===== src/rtl/pss_pkg.sv =====
package pss_pkg;

  localparam int STAGES_DEF     = 16;
  localparam int VALUE_BITS_DEF = 16;
  localparam int FIELD_W        = 16;

  localparam logic [1:0] KIND_PRIME    = 2'd0;
  localparam logic [1:0] KIND_OVERFLOW = 2'd1;
  localparam logic [1:0] KIND_DONE     = 2'd2;

  typedef struct packed {
    logic [FIELD_W-1:0] candidate;
    logic               end_of_stream;
  } in_item_t;

  typedef struct packed {
    logic [FIELD_W-1:0] found_value;
    logic [1:0]         kind;
  } out_item_t;

  typedef struct packed {
    logic done;
    logic is_zero;
  } rem_stat_t;

  typedef enum logic [2:0] {
    ST_IDLE,
    ST_READ,
    ST_LOAD,
    ST_DIV,
    ST_RESULT
  } state_t;

endpackage


===== src/rtl/pipeline_prime_sieve_unit.sv =====
// Prime sieve: a chain of up to STAGES stored divisors held in one RAM.
// Input channel (in_valid/in_ready/in_data) carries a candidate or an
// end-of-stream marker; result channel (out_valid/out_ready/out_data)
// carries a new prime (kind 0), an overflow drop (kind 1) or done (kind 2).
// A candidate divisible by any stored value gives no result.
// Timing: one item at a time. Each stored divisor takes a RAM read, a
// load and a serial remainder at one bit per cycle, so the serial
// remainder unit dominates the time per item. End of stream goes from
// the input step straight to the result step.
// Results sit in an output register; a new item is accepted while a
// result waits. If the receiver stalls, the next result holds until the
// register frees, and input is not taken meanwhile.
// Reset (rst_n low, synchronous) empties the chain; RAM contents need no
// clearing, only entries below the fill count are ever read.
module pipeline_prime_sieve_unit
  import pss_pkg::*;
#(
  parameter int STAGES     = STAGES_DEF,
  parameter int VALUE_BITS = VALUE_BITS_DEF
) (
  input  logic      clk,
  input  logic      rst_n,
  input  logic      in_valid,
  output logic      in_ready,
  input  in_item_t  in_data,
  output logic      out_valid,
  input  logic      out_ready,
  output out_item_t out_data
);

  localparam int IDX_W = (STAGES > 1) ? $clog2(STAGES) : 1;
  localparam int CNT_W = $clog2(STAGES + 1);

  logic                  mem_we;
  logic [IDX_W-1:0]      mem_waddr;
  logic [VALUE_BITS-1:0] mem_wdata;
  logic                  mem_re;
  logic [IDX_W-1:0]      mem_raddr;
  logic [VALUE_BITS-1:0] mem_rdata;
  logic                  rem_start;
  logic [VALUE_BITS-1:0] rem_num;
  rem_stat_t             rem_stat;

  pss_ctrl #(
    .STAGES     (STAGES),
    .VALUE_BITS (VALUE_BITS),
    .IDX_W      (IDX_W),
    .CNT_W      (CNT_W)
  ) u_ctrl (
    .clk       (clk),
    .rst_n     (rst_n),
    .in_valid  (in_valid),
    .in_ready  (in_ready),
    .in_data   (in_data),
    .out_valid (out_valid),
    .out_ready (out_ready),
    .out_data  (out_data),
    .mem_we    (mem_we),
    .mem_waddr (mem_waddr),
    .mem_wdata (mem_wdata),
    .mem_re    (mem_re),
    .mem_raddr (mem_raddr),
    .rem_start (rem_start),
    .rem_num   (rem_num),
    .rem_stat  (rem_stat)
  );

  pss_mem #(
    .DEPTH (STAGES),
    .WIDTH (VALUE_BITS),
    .AW    (IDX_W)
  ) u_mem (
    .clk   (clk),
    .we    (mem_we),
    .waddr (mem_waddr),
    .wdata (mem_wdata),
    .re    (mem_re),
    .raddr (mem_raddr),
    .rdata (mem_rdata)
  );

  pss_rem #(
    .VALUE_BITS (VALUE_BITS)
  ) u_rem (
    .clk   (clk),
    .rst_n (rst_n),
    .start (rem_start),
    .num   (rem_num),
    .den   (mem_rdata),
    .stat  (rem_stat)
  );

endmodule


===== src/rtl/pss_mem.sv =====
module pss_mem #(
  parameter int DEPTH = 16,
  parameter int WIDTH = 16,
  parameter int AW    = 4
) (
  input  logic             clk,
  input  logic             we,
  input  logic [AW-1:0]    waddr,
  input  logic [WIDTH-1:0] wdata,
  input  logic             re,
  input  logic [AW-1:0]    raddr,
  output logic [WIDTH-1:0] rdata
);

  logic [WIDTH-1:0] mem [DEPTH];
  logic [WIDTH-1:0] rdata_r;

  always_ff @(posedge clk) begin
    if (we) begin
      mem[waddr] <= wdata;
    end
  end

  always_ff @(posedge clk) begin
    if (re) begin
      rdata_r <= mem[raddr];
    end
  end

  assign rdata = rdata_r;

endmodule


===== src/rtl/pss_rem.sv =====
module pss_rem
  import pss_pkg::*;
#(
  parameter int VALUE_BITS = VALUE_BITS_DEF
) (
  input  logic                  clk,
  input  logic                  rst_n,
  input  logic                  start,
  input  logic [VALUE_BITS-1:0] num,
  input  logic [VALUE_BITS-1:0] den,
  output rem_stat_t             stat
);

  localparam int STEP_W = $clog2(VALUE_BITS + 1);

  logic [VALUE_BITS-1:0] rem_r, rem_nxt;
  logic [VALUE_BITS-1:0] num_r, num_nxt;
  logic [VALUE_BITS-1:0] den_r, den_nxt;
  logic [STEP_W-1:0]     step_r, step_nxt;
  logic                  busy_r, busy_nxt;
  logic                  done_r, done_nxt;
  logic [VALUE_BITS:0]   shifted;
  logic [VALUE_BITS:0]   diff;

  // restoring division, one quotient bit per cycle; den of zero leaves num
  always_comb begin
    rem_nxt  = rem_r;
    num_nxt  = num_r;
    den_nxt  = den_r;
    step_nxt = step_r;
    busy_nxt = busy_r;
    done_nxt = 1'b0;
    shifted  = {rem_r, num_r[VALUE_BITS-1]};
    diff     = shifted - {1'b0, den_r};
    if (start) begin
      rem_nxt  = '0;
      num_nxt  = num;
      den_nxt  = den;
      step_nxt = STEP_W'(VALUE_BITS);
      busy_nxt = 1'b1;
    end else if (busy_r) begin
      if (shifted >= {1'b0, den_r}) begin
        rem_nxt = diff[VALUE_BITS-1:0];
      end else begin
        rem_nxt = shifted[VALUE_BITS-1:0];
      end
      num_nxt  = num_r << 1;
      step_nxt = step_r - STEP_W'(1);
      if (step_r == STEP_W'(1)) begin
        busy_nxt = 1'b0;
        done_nxt = 1'b1;
      end
    end
  end

  always_ff @(posedge clk) begin
    if (!rst_n) begin
      busy_r <= 1'b0;
      done_r <= 1'b0;
      step_r <= '0;
    end else begin
      busy_r <= busy_nxt;
      done_r <= done_nxt;
      step_r <= step_nxt;
    end
  end

  always_ff @(posedge clk) begin
    rem_r <= rem_nxt;
    num_r <= num_nxt;
    den_r <= den_nxt;
  end

  assign stat.done    = done_r;
  assign stat.is_zero = (rem_r == '0);

endmodule


===== src/rtl/pss_ctrl.sv =====
module pss_ctrl
  import pss_pkg::*;
#(
  parameter int STAGES     = STAGES_DEF,
  parameter int VALUE_BITS = VALUE_BITS_DEF,
  parameter int IDX_W      = 4,
  parameter int CNT_W      = 5
) (
  input  logic                  clk,
  input  logic                  rst_n,
  input  logic                  in_valid,
  output logic                  in_ready,
  input  in_item_t              in_data,
  output logic                  out_valid,
  input  logic                  out_ready,
  output out_item_t             out_data,
  output logic                  mem_we,
  output logic [IDX_W-1:0]      mem_waddr,
  output logic [VALUE_BITS-1:0] mem_wdata,
  output logic                  mem_re,
  output logic [IDX_W-1:0]      mem_raddr,
  output logic                  rem_start,
  output logic [VALUE_BITS-1:0] rem_num,
  input  rem_stat_t             rem_stat
);

  state_t                state_r, state_nxt;
  logic [CNT_W-1:0]      idx_r, idx_nxt;
  logic [CNT_W-1:0]      count_r, count_nxt;
  logic [VALUE_BITS-1:0] cand_r, cand_nxt;
  logic                  eos_r, eos_nxt;
  logic                  out_valid_r, out_valid_nxt;
  out_item_t             out_data_r, out_data_nxt;

  always_comb begin
    state_nxt     = state_r;
    idx_nxt       = idx_r;
    count_nxt     = count_r;
    cand_nxt      = cand_r;
    eos_nxt       = eos_r;
    out_valid_nxt = out_valid_r & ~out_ready;
    out_data_nxt  = out_data_r;
    in_ready      = 1'b0;
    mem_we        = 1'b0;
    mem_re        = 1'b0;
    rem_start     = 1'b0;
    case (state_r)
      ST_IDLE: begin
        in_ready = 1'b1;
        if (in_valid) begin
          cand_nxt = VALUE_BITS'(in_data.candidate);
          eos_nxt  = in_data.end_of_stream;
          idx_nxt  = '0;
          if (in_data.end_of_stream || count_r == '0) begin
            state_nxt = ST_RESULT;
          end else begin
            state_nxt = ST_READ;
          end
        end
      end
      ST_READ: begin
        mem_re    = 1'b1;
        state_nxt = ST_LOAD;
      end
      ST_LOAD: begin
        rem_start = 1'b1;
        state_nxt = ST_DIV;
      end
      ST_DIV: begin
        if (rem_stat.done) begin
          if (rem_stat.is_zero) begin
            state_nxt = ST_IDLE;
          end else begin
            idx_nxt = idx_r + CNT_W'(1);
            if (idx_r + CNT_W'(1) == count_r) begin
              state_nxt = ST_RESULT;
            end else begin
              state_nxt = ST_READ;
            end
          end
        end
      end
      ST_RESULT: begin
        if (!out_valid_r || out_ready) begin
          out_valid_nxt = 1'b1;
          state_nxt     = ST_IDLE;
          if (eos_r) begin
            count_nxt                = '0;
            out_data_nxt.found_value = '0;
            out_data_nxt.kind        = KIND_DONE;
          end else if (count_r == CNT_W'(STAGES)) begin
            out_data_nxt.found_value = FIELD_W'(cand_r);
            out_data_nxt.kind        = KIND_OVERFLOW;
          end else begin
            mem_we                   = 1'b1;
            count_nxt                = count_r + CNT_W'(1);
            out_data_nxt.found_value = FIELD_W'(cand_r);
            out_data_nxt.kind        = KIND_PRIME;
          end
        end
      end
      default: begin
        state_nxt = ST_IDLE;
      end
    endcase
  end

  always_ff @(posedge clk) begin
    if (!rst_n) begin
      state_r     <= ST_IDLE;
      count_r     <= '0;
      idx_r       <= '0;
      out_valid_r <= 1'b0;
    end else begin
      state_r     <= state_nxt;
      count_r     <= count_nxt;
      idx_r       <= idx_nxt;
      out_valid_r <= out_valid_nxt;
    end
  end

  always_ff @(posedge clk) begin
    cand_r     <= cand_nxt;
    eos_r      <= eos_nxt;
    out_data_r <= out_data_nxt;
  end

  assign mem_waddr = count_r[IDX_W-1:0];
  assign mem_wdata = cand_r;
  assign mem_raddr = idx_r[IDX_W-1:0];
  assign rem_num   = cand_r;
  assign out_valid = out_valid_r;
  assign out_data  = out_data_r;

endmodule

===== config.mk =====
export PLATFORM = sky130hd
export DESIGN_NAME = pipeline_prime_sieve_unit
export DESIGN_NICKNAME = d
export VERILOG_FILES = /design/src/rtl/pss_pkg.sv /design/src/rtl/pipeline_prime_sieve_unit.sv /design/src/rtl/pss_mem.sv /design/src/rtl/pss_rem.sv /design/src/rtl/pss_ctrl.sv
export SDC_FILE = /design/constraint.sdc
export NUM_CORES = 1
export LEC_CHECK = 0
export ABC_AREA = 1
export BUFFER_PORTS_ARGS = -buffer_cell sky130_fd_sc_hd__buf_2
export CELL_PAD_IN_SITES_DETAIL_PLACEMENT = 0
export CELL_PAD_IN_SITES_GLOBAL_PLACEMENT = 1
export CORE_ASPECT_RATIO = 1.2
export CORE_MARGIN = 4
export CORE_UTILIZATION = 55
export DETAILED_ROUTE_END_ITERATION = 8
export PLACE_DENSITY_LB_ADDON = 0.2
export SETUP_SLACK_MARGIN = 0.2
export SLEW_MARGIN = 20
export SYNTH_ARGS = -nofsm -noshare
export SYNTH_HDL_FRONTEND = slang
export SYNTH_SLANG_ARGS = --single-unit

===== constraint.sdc =====
create_clock -name clk -period 4.95 [get_ports clk]
set_input_delay 0.99 -clock clk [delete_from_list [all_inputs] [get_ports clk]]
set_output_delay 0.99 -clock clk [all_outputs]
set_load 0.02 [all_outputs]

==> results of run 1 <==
==> worst paths after layout <==
path / start / to / slack, ns / cells after the start
worst max-delay path: out_ready / u_mem.mem[15][11] / 2.21 / 8
worst min register to register: u_mem.rdata[15] / u_rem.den_r[15] / 0.42 / 0
worst max register to register: u_ctrl.state_r[0] / u_mem.mem[15][11] / 2.21 / 8
worst min-delay path: u_mem.rdata[15] / u_rem.den_r[15] / 0.42 / 0
==> registers in the layout (all words and copies together) (netlist names), 3 cells and up <==
name and flops:
u_rem.den_r 16, u_ctrl.count_r 5, u_rem.num_r 16, u_rem.step_r 5
u_ctrl.state_r 3, u_ctrl.out_data 18, u_mem.rdata 16, u_ctrl.mem_wdata 16
u_rem.rem_r 16, u_ctrl.idx_r 5, u_mem.mem 256
==> critical path, cell delays in order <==
cell,delay (ns)
sky130_fd_sc_hd__buf_2,0.07
sky130_fd_sc_hd__nor2_1,0.06
sky130_fd_sc_hd__nor2_2,0.10
sky130_fd_sc_hd__buf_4,0.28
sky130_fd_sc_hd__nand3_1,0.19
sky130_fd_sc_hd__inv_1,0.22
sky130_fd_sc_hd__nand2_1,0.23
sky130_fd_sc_hd__nor2_2,0.72
==> metal layers <==
metal / wire, um / vias up
met5: 0 / -
met4: 1070 / 0
met3: 1960 / 63
met2: 17800 / 312
met1: 15200 / 4761
li1: - / 4732
==> kinds of logic (layout without fill, tap and decap cells) <==
| group | after synthesis | in the layout | share of synthesized area [%] |
|---|---|---|---|
| fa+ha+maj | 24 | 24 | 1.95 |
| buf+inv | 169 | 228 | 4.34 |
| simple gates | 475 | 475 | 12.7 |
| mux | 47 | 47 | 2.99 |
| other cells | 0 | 1 | 0 |
| flops | 376 | 376 | 69.3 |
| compound gates | 204 | 204 | 8.31 |
| xor+xnor | 8 | 8 | 0.445 |
==> cells in the mapped netlist, types with 3 or more instances <==
cell / count
sky130_fd_sc_hd__ha_1: 23
sky130_fd_sc_hd__xnor2_1: 6
sky130_fd_sc_hd__buf_2: 18
sky130_fd_sc_hd__clkbuf_1: 32
sky130_fd_sc_hd__dfxtp_1: 37
sky130_fd_sc_hd__mux2i_1: 47
sky130_fd_sc_hd__inv_1: 103
sky130_fd_sc_hd__o211ai_1: 14
sky130_fd_sc_hd__o22ai_1: 4
sky130_fd_sc_hd__o221ai_1: 47
sky130_fd_sc_hd__nand3b_1: 7
sky130_fd_sc_hd__nand2_1: 197
sky130_fd_sc_hd__o21ai_0: 93
sky130_fd_sc_hd__nor2_1: 171
sky130_fd_sc_hd__nand4_1: 9
sky130_fd_sc_hd__nor3_1: 11
sky130_fd_sc_hd__a21oi_1: 24
sky130_fd_sc_hd__inv_2: 3
sky130_fd_sc_hd__buf_1: 5
sky130_fd_sc_hd__edfxtp_1: 339
sky130_fd_sc_hd__nand3_1: 67
sky130_fd_sc_hd__o32ai_1: 13
sky130_fd_sc_hd__clkinv_1: 4
sky130_fd_sc_hd__buf_6: 3
==> power breakdown <==
part / total, mW / switching [mW] / internal [mW]
Clock: 2.80 / 1.16 / 1.65
Sequential: 3.74 / 0.145 / 3.60
Combinational: 0.620 / 0.428 / 0.192
==> cell type report <==
cell class	count	share of cell area, %
Clock buffer	46	5.66
Timing Repair Buffer	50	1.57
Tap cell	379	2.71
Clock inverter	22	1.34
Multi-Input combinational cell	758	24.0
Antenna cell	1	0.0143
Sequential cell	376	62.4
Inverter	110	2.36
==> through the flow <==
step | total power [mW] | setup WS [ns] | std cells
finish | 7.17 | 2.21 | 1742
global route | 7.41 | 2.00 | 1741
CTS | 7.22 | 2.19 | 1741
detailed placement | 4.43 | 1.69 | 1673
global placement | 4.42 | 1.72 | 1673
floorplan | 4.15 | 1.77 | 1303
==> results.sh, run 1 <==
export IMPL_finalClockSkew_ns=0.0160
export IMPL_fp_dieArea_sq_um=31400
export IMPL_core_area_sq_um=28100
export IMPL_area_growth_synth_to_final_pct=11.2
export IMPL_layout_min_cycle_time_ns=2.74
export IMPL_postRouteAntennaNets=0
export IMPL_yosys_warns=0
export IMPL_grt_setup_unrepaired="false"
export IMPL_standby_leakage_power_nw=6.28
export IMPL_area_sequential_sq_um=10900
export IMPL_peakVddDrop_mv=0.330
export IMPL_fin_hold_ws_ns=0.418
export IMPL_hold_viol_final=0
export IMPL_clkTransAtPathRegs_ns=0.06
export IMPL_synth_area_sq_um=15800
export IMPL_crit_path_max_fanout=21
export IMPL_chipHeight_um=193
export IMPL_use_met1_pct=31.4
export IMPL_cp_data_arrival_time_ns=2.89
export IMPL_detail_route_vias_per_cell=5.66
export IMPL_ctsLongestPathBuffers=3
export IMPL_ctsRootBufferMaster="sky130_fd_sc_hd__clkbuf_16"
export IMPL_dieWidth_um=162
export IMPL_port_buffers=40
export IMPL_seq_area_frac_synth_pct=69.3
export IMPL_grtUsageMet3_pct=2.92
export IMPL_detailedPlacementHpwl_um=23300
export IMPL_post_cts_resized=0
export IMPL_post_cts_setup_buffers=0
export IMPL_worstHoldPathType="reg2reg"
export IMPL_grt_usage_pct=22.6
export IMPL_globalRouteOverflowTotal=0
export IMPL_final_period_utilization_pct=55.4
export IMPL_multiInputGateArea_sq_um=4200
export IMPL_worstSetupPathType="in2reg"
export IMPL_synth_edff_count=339
export IMPL_clock_insertion_delay_worst_skew_ns=0.53
export IMPL_place_area_sq_um=16300
export IMPL_worst_slew_pin_transition_ns=1.09
export IMPL_postSynth_asyncResetShare_pct=0
export IMPL_synth_ff_latch_count=376
export IMPL_grt_pass1_wl_um=55000
export IMPL_endpoint_kind="flip-flop"
export IMPL_antenna_found_initial=0
export IMPL_route_detailed_wl_per_inst_um=20.7
export IMPL_fillers=2158
export IMPL_outcome="finished, final reports clean"
export IMPL_layout_commonest_cell="sky130_fd_sc_hd__edfxtp_1"
export IMPL_fin_setup_tns_ns=0
export IMPL_globalRouteMet2Util_pct=37.1
export IMPL_syn_instance_count=1303
export IMPL_grt_max_degree=115
export IMPL_commonest_cells_after_routing_fill_and_taps_aside="sky130_fd_sc_hd__edfxtp_1 (339), sky130_fd_sc_hd__nand2_1 (197), sky130_fd_sc_hd__nor2_1 (153)"
export IMPL_fmax_mhz=364
export IMPL_remaining_drc_errors=0
export IMPL_clock_tree_from_tritoncts="yes"
export IMPL_synth_top_area_cell="sky130_fd_sc_hd__edfxtp_1"
export IMPL_numCtsBuffers=37
export IMPL_startpoint_type="input port"
export IMPL_ctsHtreeMaxLevel=2
export IMPL_net_count_after_synthesis=1348
export IMPL_gp_congestion=0.877
export IMPL_top_usage_layer="met2"
export IMPL_report_final_slew_viol_count=0
export IMPL_worst_slew_margin_rel_pct=27.6
export IMPL_drt_initial_drc_count=856
export IMPL_cts_hold_buffers_added=0
export IMPL_ys_dominant_reg_cell="sky130_fd_sc_hd__edfxtp_1"
export IMPL_post_synth_num_cell_types=42
export IMPL_vias_in_the_first_global_route=9539
export IMPL_share_of_yosys_cell_area_claimed_by_the_top_area_cell_type_pct=64.6
export IMPL_floorplan_initialDensity_pct=56.1
export IMPL_final_setup_viols=0
export IMPL_detailedRoute_firstPassIterationCount=5
export IMPL_ys_top_cells_by_area="sky130_fd_sc_hd__edfxtp_1 (65%), sky130_fd_sc_hd__dfxtp_1 (4.7%), sky130_fd_sc_hd__nand2_1 (4.7%), sky130_fd_sc_hd__nor2_1 (4.1%), sky130_fd_sc_hd__mux2i_1 (3.0%)"
export IMPL_cap_viol_max_count=0
export IMPL_design_portCount=41
export IMPL_p_per_cell_area_nw_per_um2=409
export IMPL_routed_via_count=9868
export IMPL_numClockSinks=376
export IMPL_nNetsFinal=1378
export IMPL_wirelength_um=36000
export IMPL_post_synthesis_area_per_instance_sq_um=12.1
export IMPL_worst_endpoint_required_ns=5.10
export IMPL_final_cell_area_sq_um=17500
export IMPL_drive_above_1_share_pct=10.3
export IMPL_fin_util_pct=62.4
export IMPL_placement_rows=67
Power figures use the tool's default switching activity.
==> run 2, diff against run 1 <==
--- a/config.mk
+++ b/config.mk
@@ -5,13 +5,13 @@
 export SDC_FILE = /design/constraint.sdc
 export NUM_CORES = 1
 export LEC_CHECK = 0
-export ABC_AREA = 1
+export ABC_AREA = 0
 export BUFFER_PORTS_ARGS = -buffer_cell sky130_fd_sc_hd__buf_2
 export CELL_PAD_IN_SITES_DETAIL_PLACEMENT = 0
 export CELL_PAD_IN_SITES_GLOBAL_PLACEMENT = 1
 export CORE_ASPECT_RATIO = 1.2
 export CORE_MARGIN = 4
-export CORE_UTILIZATION = 55
+export CORE_UTILIZATION = 48
 export DETAILED_ROUTE_END_ITERATION = 8
 export PLACE_DENSITY_LB_ADDON = 0.2
 export SETUP_SLACK_MARGIN = 0.2
==> constraint.sdc (replaced) <==
create_clock -name clk -period 2.32 [get_ports clk]
set_input_delay 0.464 -clock clk [delete_from_list [all_inputs] [get_ports clk]]
set_output_delay 0.464 -clock clk [all_outputs]
set_load 0.02 [all_outputs]
==> results.sh, run 2 <==
export IMPL_outcome="finished, violations left"
export IMPL_failed_checks="negative setup slack"
export IMPL_syn_instance_count=882
export IMPL_detailedPlacementHpwl_um=20300
export IMPL_final_period_utilization_pct=106
export IMPL_synth_xor_area_share_pct=1.38
export IMPL_route_detailed_wl_per_inst_um=22.5
export IMPL_path_delay_family="compound AO/OA/AOI/OAI gates"
export IMPL_chipHeight_um=203
export IMPL_worst_slew_pin_transition_ns=0.698
export IMPL_floorplan_initialDensity_pct=48.6
export IMPL_r2r_slack_ns=-0.15
export IMPL_globalRouteOverflowTotal=0
export IMPL_grt_max_degree=33
export IMPL_synthAdderAreaFrac_pct=2.02
export IMPL_synth_edff_count=339
export IMPL_antenna_found_initial=0
export IMPL_dieWidth_um=171
export IMPL_synth_area_sq_um=15300
export IMPL_cp_data_arrival_time_ns=2.91
export IMPL_final_setup_viols=3
export IMPL_grt_usage_pct=19.2
export IMPL_clkTransAtPathRegs_ns=0.06
export IMPL_cts_hold_buffers_added=0
export IMPL_fp_dieArea_sq_um=34700
export IMPL_vias_in_the_first_global_route=8318
export IMPL_standby_leakage_power_nw=6.27
export IMPL_area_growth_synth_to_final_pct=21.0
export IMPL_yosys_warns=0
export IMPL_worstSetupPathType="reg2reg"
export IMPL_crit_slowest_cell="sky130_fd_sc_hd__edfxtp_1"
export IMPL_fmax_mhz=406
export IMPL_worst_slew_margin_rel_pct=53.3
export IMPL_crit_path_max_fanout=2
export IMPL_cap_viol_max_count=0
export IMPL_port_buffers=40
export IMPL_net_count_after_synthesis=927
export IMPL_power_mw=16.6
export IMPL_detail_route_vias_per_cell=5.59
export IMPL_peakVddDrop_mv=0.751
export IMPL_finalClockSkew_ns=0.0139
export IMPL_max_ffs_per_register=256
export IMPL_gp_congestion=0.787
export IMPL_postRouteAntennaNets=0
export IMPL_core_area_sq_um=31400
export IMPL_post_route_worst_setup_slack_ns=-0.145
export IMPL_report_final_slew_viol_count=0
export IMPL_ctsRootBufferMaster="sky130_fd_sc_hd__clkbuf_16"
export IMPL_clock_tree_from_tritoncts="yes"
export IMPL_ctsLongestPathBuffers=3
export IMPL_synth_top_family_by_area="multiplexers"
export IMPL_numClockSinks=376
export IMPL_ys_top_cells_by_area="sky130_fd_sc_hd__edfxtp_1 (67%), sky130_fd_sc_hd__mux4_2 (12%), sky130_fd_sc_hd__dfxtp_1 (4.9%), sky130_fd_sc_hd__nand2_1 (2.1%), sky130_fd_sc_hd__ha_1 (1.9%)"
export IMPL_detailedRoute_firstPassIterationCount=5
export IMPL_design_portCount=41
export IMPL_synthMostInstantiatedCell="sky130_fd_sc_hd__edfxtp_1"
export IMPL_postSynth_asyncResetShare_pct=0
export IMPL_post_synthesis_area_per_instance_sq_um=17.3
export IMPL_grt_setup_unrepaired="true"
export IMPL_cp_cell_sequence="inv_1 -> ha_2 -> inv_2 -> fa_2 -> a211oi_2 -> o21bai_1 -> a21oi_2 -> o221ai_2 -> a2111o_1 -> a31o_1 -> a31oi_1"
export IMPL_ys_dominant_reg_cell="sky130_fd_sc_hd__edfxtp_1"
export IMPL_fin_util_pct=58.9
export IMPL_placement_rows=71
export IMPL_startpoint_type="flip-flop"
export IMPL_netlist_top_cells_count="sky130_fd_sc_hd__edfxtp_1 (339), sky130_fd_sc_hd__nand2_1 (86), sky130_fd_sc_hd__mux4_2 (80), sky130_fd_sc_hd__nor2_1 (41), sky130_fd_sc_hd__dfxtp_1 (37)"
export IMPL_synth_ff_latch_count=376
export IMPL_remaining_drc_errors=0
export IMPL_seq_area_frac_synth_pct=71.6
export IMPL_drive_above_1_share_pct=31.7
export IMPL_layout_min_cycle_time_ns=2.47
export IMPL_hold_viol_final=0
export IMPL_antenna_cells_inserted=0
export IMPL_post_synth_num_cell_types=59
export IMPL_grt_pass1_wl_um=50400
export IMPL_endpoint_kind="flip-flop"
export IMPL_commonest_cells_after_routing_fill_and_taps_aside="sky130_fd_sc_hd__edfxtp_1 (339), sky130_fd_sc_hd__nand2_1 (80), sky130_fd_sc_hd__mux4_2 (80)"
export IMPL_nNetsFinal=1068
export IMPL_drt_initial_drc_count=708
export IMPL_worst_endpoint_required_ns=2.77
export IMPL_cp_slowest_stage_delay_ns=0.38
export IMPL_synth_top_area_cell="sky130_fd_sc_hd__edfxtp_1"
export IMPL_p_per_cell_area_nw_per_um2=897
export IMPL_regMostFlops="u_mem.mem"
export IMPL_layout_commonest_cell="sky130_fd_sc_hd__edfxtp_1"
export IMPL_wirelength_um=32700
export IMPL_synth_simple_gate_area_share_pct=6.29
export IMPL_routed_via_count=8126
export IMPL_share_of_yosys_cell_area_claimed_by_the_top_area_cell_type_pct=66.7
export IMPL_clock_insertion_delay_worst_skew_ns=0.52
export IMPL_ctsHtreeMaxLevel=2
export IMPL_synth_mux_area_fraction_pct=12.5
export IMPL_synth_compound_gate_area_share_pct=4.33
export IMPL_numCtsBuffers=38
export IMPL_worst_path_buf_inv=2
export IMPL_worstHoldPathType="in2reg"
-- run 2: cell types whose count changed after synthesis, moves of 11 or more --
cell and delta:
sky130_fd_sc_hd__nor2_1 -130, sky130_fd_sc_hd__clkbuf_1 -12, sky130_fd_sc_hd__nor2b_1 +22, sky130_fd_sc_hd__mux2i_1 -37, sky130_fd_sc_hd__o32ai_1 -13, sky130_fd_sc_hd__a21oi_1 -11
sky130_fd_sc_hd__inv_1 -74, sky130_fd_sc_hd__o221ai_1 -47, sky130_fd_sc_hd__nand2_1 -111, sky130_fd_sc_hd__o211ai_1 -14, sky130_fd_sc_hd__nand3_1 -53, sky130_fd_sc_hd__mux4_2 +80
sky130_fd_sc_hd__o21ai_0 -72
-- run 2: path summary, 6_finish.rpt --
path | startpoint | end | depth (start not counted)
setup reg to reg | u_rem.num_r[15] | u_rem.rem_r[12] | 11
hold / removal | in_data[6] | u_ctrl.mem_wdata[5] | 1
hold reg to reg | u_mem.rdata[14] | u_rem.den_r[14] | 0
setup / recovery | u_rem.num_r[15] | u_rem.rem_r[12] | 11
-- run 2: repair_timing --
action,in CTS,in global routing
cloned,3,1
gates resized for setup,30,10
pin swaps,27,10
endpoints found under the setup margin,16,48
setup buffers,10,4
-- run 2: area by class of cell --
type	instances	area, sq um
Fill cell	2389	12900
Clock buffer	52	1070
Multi-Input combinational cell	438	4400
Tap cell	401	502
Sequential cell	376	10900
Inverter	30	113
Timing Repair Buffer	139	1320
Clock inverter	17	131
-- run 2: cells by family after synthesis --
| group | after synthesis |
|---|---|
| flip-flops | 376 |
| AND/OR/NAND/NOR | 207 |
| AO/OA/AOI/OAI | 93 |
| multiplexers | 90 |
| buffers and inverters | 68 |
| XOR/XNOR | 24 |
| adder cells (fa/ha/maj) | 24 |
-- run 2: layer usage --
metal,up-vias,share of wire [%],global-route usage (%)
met3,44,3.7,2.77
met1,4183,41,25.3
met4,0,1.7,4.68
li1,3732,-,-
met2,167,54,33.7
met5,-,0,0
-- run 2: stage by stage --
step	setup slack [ns]	instances	setup TNS, ns	area (sq um)	hold slack (ns)
after CTS	-0.215	1448	-0.458	18400	0.0913
final	-0.145	1453	-0.255	18500	0.115
after floorplan	-0.0519	882	-0.0519	15500	0.400
after global placement	-0.172	1366	-0.338	16900	0.401
after detailed placement	-0.213	1366	-0.450	16900	0.405
after global routing	-0.329	1453	-1.49	18500	0.0932
-- run 2: power by group --
group	switching, mW	leakage, nW	internal (mW)
clock network	2.43	0.585	3.45
logic	1.33	2.32	1.41
registers	0.271	3.37	7.68
-- run 2: worst register-to-register path, stage by stage (launching register included) --
cell	delay, ns
sky130_fd_sc_hd__edfxtp_1	0.38
sky130_fd_sc_hd__inv_1	0.08
sky130_fd_sc_hd__ha_2	0.18
sky130_fd_sc_hd__inv_2	0.04
sky130_fd_sc_hd__fa_2	0.34
sky130_fd_sc_hd__a211oi_2	0.24
sky130_fd_sc_hd__o21bai_1	0.11
sky130_fd_sc_hd__a21oi_2	0.21
sky130_fd_sc_hd__o221ai_2	0.14
sky130_fd_sc_hd__a2111o_1	0.37
sky130_fd_sc_hd__a31o_1	0.18
sky130_fd_sc_hd__a31oi_1	0.15
==> run 3, diff against run 2 <==
--- a/config.mk
+++ b/config.mk
@@ -15,7 +15,8 @@
 export DETAILED_ROUTE_END_ITERATION = 8
 export PLACE_DENSITY_LB_ADDON = 0.2
 export SETUP_SLACK_MARGIN = 0.2
-export SLEW_MARGIN = 20
+export SKIP_CTS_REPAIR_TIMING = 1
+export SLEW_MARGIN = 25
 export SYNTH_ARGS = -nofsm -noshare
 export SYNTH_HDL_FRONTEND = slang
 export SYNTH_SLANG_ARGS = --single-unit
==> results.sh, run 3 (same netlist as run 2, synthesis figures left out) <==
export IMPL_remaining_drc_errors=0
export IMPL_failed_checks="negative setup slack"
export IMPL_wirelength_um=32400
export IMPL_fin_hold_ws_ns=0.116
export IMPL_pre_cts_ws_ns=-0.213
export IMPL_grt_pass1_wl_um=49500
export IMPL_dieWidth_um=171
export IMPL_standby_leakage_power_nw=6.17
export IMPL_drive_above_1_share_pct=30.4
export IMPL_floorplan_initialDensity_pct=48.6
export IMPL_routed_via_count=8085
export IMPL_commonest_cells_after_routing_fill_and_taps_aside="sky130_fd_sc_hd__edfxtp_1 (339), sky130_fd_sc_hd__nand2_1 (81), sky130_fd_sc_hd__mux4_2 (80)"
export IMPL_final_period_utilization_pct=107
export IMPL_max_ffs_per_register=256
export IMPL_final_cell_area_sq_um=18300
export IMPL_outcome="finished, violations left"
export IMPL_post_route_worst_setup_slack_ns=-0.168
export IMPL_chipHeight_um=203
export IMPL_placement_rows=71
export IMPL_worstSetupPathType="reg2reg"
export IMPL_p_per_cell_area_nw_per_um2=885
export IMPL_fin_util_pct=58.3
export IMPL_nNetsFinal=1054
export IMPL_numClockSinks=376
export IMPL_gp_congestion=0.787
export IMPL_antenna_cells_inserted=0
export IMPL_fp_dieArea_sq_um=34700
export IMPL_detailedRoute_firstPassIterationCount=5
export IMPL_grt_usage_pct=18.8
export IMPL_worst_slew_pin_transition_ns=0.739
export IMPL_detail_route_vias_per_cell=5.62
export IMPL_fmax_mhz=402
export IMPL_clock_tree_from_tritoncts="yes"
export IMPL_area_growth_synth_to_final_pct=19.8
export IMPL_drt_initial_drc_count=674
export IMPL_startpoint_type="flip-flop"
export IMPL_postRouteAntennaNets=0
export IMPL_peakVddDrop_mv=0.735
export IMPL_cap_viol_max_count=0
export IMPL_hold_viol_final=0
export IMPL_ctsHtreeMaxLevel=2
export IMPL_ctsRootBufferMaster="sky130_fd_sc_hd__clkbuf_16"
export IMPL_ctsLongestPathBuffers=3
export IMPL_layout_min_cycle_time_ns=2.49
export IMPL_worst_endpoint_required_ns=2.77
export IMPL_route_detailed_wl_per_inst_um=22.5
export IMPL_cp_data_arrival_time_ns=2.94
export IMPL_report_final_slew_viol_count=0
export IMPL_power_mw=16.2
export IMPL_r2r_slack_ns=-0.17
export IMPL_grt_max_degree=33
export IMPL_regMostFlops="u_mem.mem"
export IMPL_core_area_sq_um=31400
export IMPL_design_portCount=41
export IMPL_detailedPlacementHpwl_um=20300
export IMPL_clkTransAtPathRegs_ns=0.06
export IMPL_vias_in_the_first_global_route=8203
export IMPL_finalClockSkew_ns=0.0154
export IMPL_port_buffers=40
export IMPL_place_area_sq_um=16900
export IMPL_layout_commonest_cell="sky130_fd_sc_hd__edfxtp_1"
export IMPL_globalRouteOverflowTotal=0
export IMPL_worstHoldPathType="in2reg"
export IMPL_numCtsBuffers=38
export IMPL_clock_insertion_delay_worst_skew_ns=0.52
export IMPL_endpoint_kind="flip-flop"
export IMPL_antenna_found_initial=0
export IMPL_final_setup_viols=3
export IMPL_grt_setup_unrepaired="true"
export IMPL_worst_slew_margin_rel_pct=50.5
export IMPL_fillers=2416
export IMPL_crit_path_max_fanout=2
## run 3: cell types whose count changed in the layout (fill, tap and decap cells not counted), moves of 2 or more
cell                      change
sky130_fd_sc_hd__buf_16       -3
sky130_fd_sc_hd__buf_4        -9
sky130_fd_sc_hd__buf_6        -3
sky130_fd_sc_hd__o21ai_1      +3
sky130_fd_sc_hd__o21ai_2      -2
## run 3: final timing paths
kind | startpoint | cells past startpoint | endpoint
min reg2reg | u_mem.rdata[14] | 0 | u_rem.den_r[14]
min | in_data[6] | 1 | u_ctrl.mem_wdata[5]
max | u_rem.num_r[15] | 11 | u_rem.rem_r[12]
max reg2reg | u_rem.num_r[15] | 11 | u_rem.rem_r[12]
## run 3: worst max-delay path, cell delays in order (launching register included)
cell and delay [ns]:
sky130_fd_sc_hd__edfxtp_1 0.40, sky130_fd_sc_hd__inv_2 0.08, sky130_fd_sc_hd__ha_4 0.13, sky130_fd_sc_hd__inv_2 0.03, sky130_fd_sc_hd__fa_2 0.34, sky130_fd_sc_hd__a211oi_2 0.24, sky130_fd_sc_hd__o21bai_1 0.12, sky130_fd_sc_hd__a21oi_2 0.20
sky130_fd_sc_hd__o221ai_2 0.14, sky130_fd_sc_hd__a2111o_1 0.42, sky130_fd_sc_hd__a31o_1 0.18, sky130_fd_sc_hd__a31oi_1 0.14
## run 3: cell type report
cell class / instances / area (sq um) / area share, %
Inverter: 30 / 113 / 0.616
Sequential cell: 376 / 10900 / 59.8
Clock inverter: 17 / 131 / 0.719
Multi-Input combinational cell: 438 / 4370 / 23.9
Tap cell: 401 / 502 / 2.75
Clock buffer: 52 / 1070 / 5.84
Timing Repair Buffer: 125 / 1160 / 6.35
## run 3: report_power, final
part / switching [mW] / internal, mW
clock: 2.43 / 3.45
sequential: 0.269 / 7.68
combinational: 1.22 / 1.13
## run 3: routing by layer
metal  share of wire [%]  wire length, um  global-route usage [%]  up-vias
li1                    -                -                       -     3704
met1                  41            13500                    25.0     4182
met2                  53            17300                    33.0      156
met3                 3.6             1150                    2.77       43
met4                 1.6              512                    4.48        0
met5                   0                0                       0        -
## run 3: stage by stage
stage / TNS (ns) / std cells
after detailed placement: -0.450 / 1366
after CTS: -0.483 / 1435
after floorplan: -0.0519 / 882
after global placement: -0.338 / 1366
final: -0.296 / 1439
after global routing: -1.71 / 1439
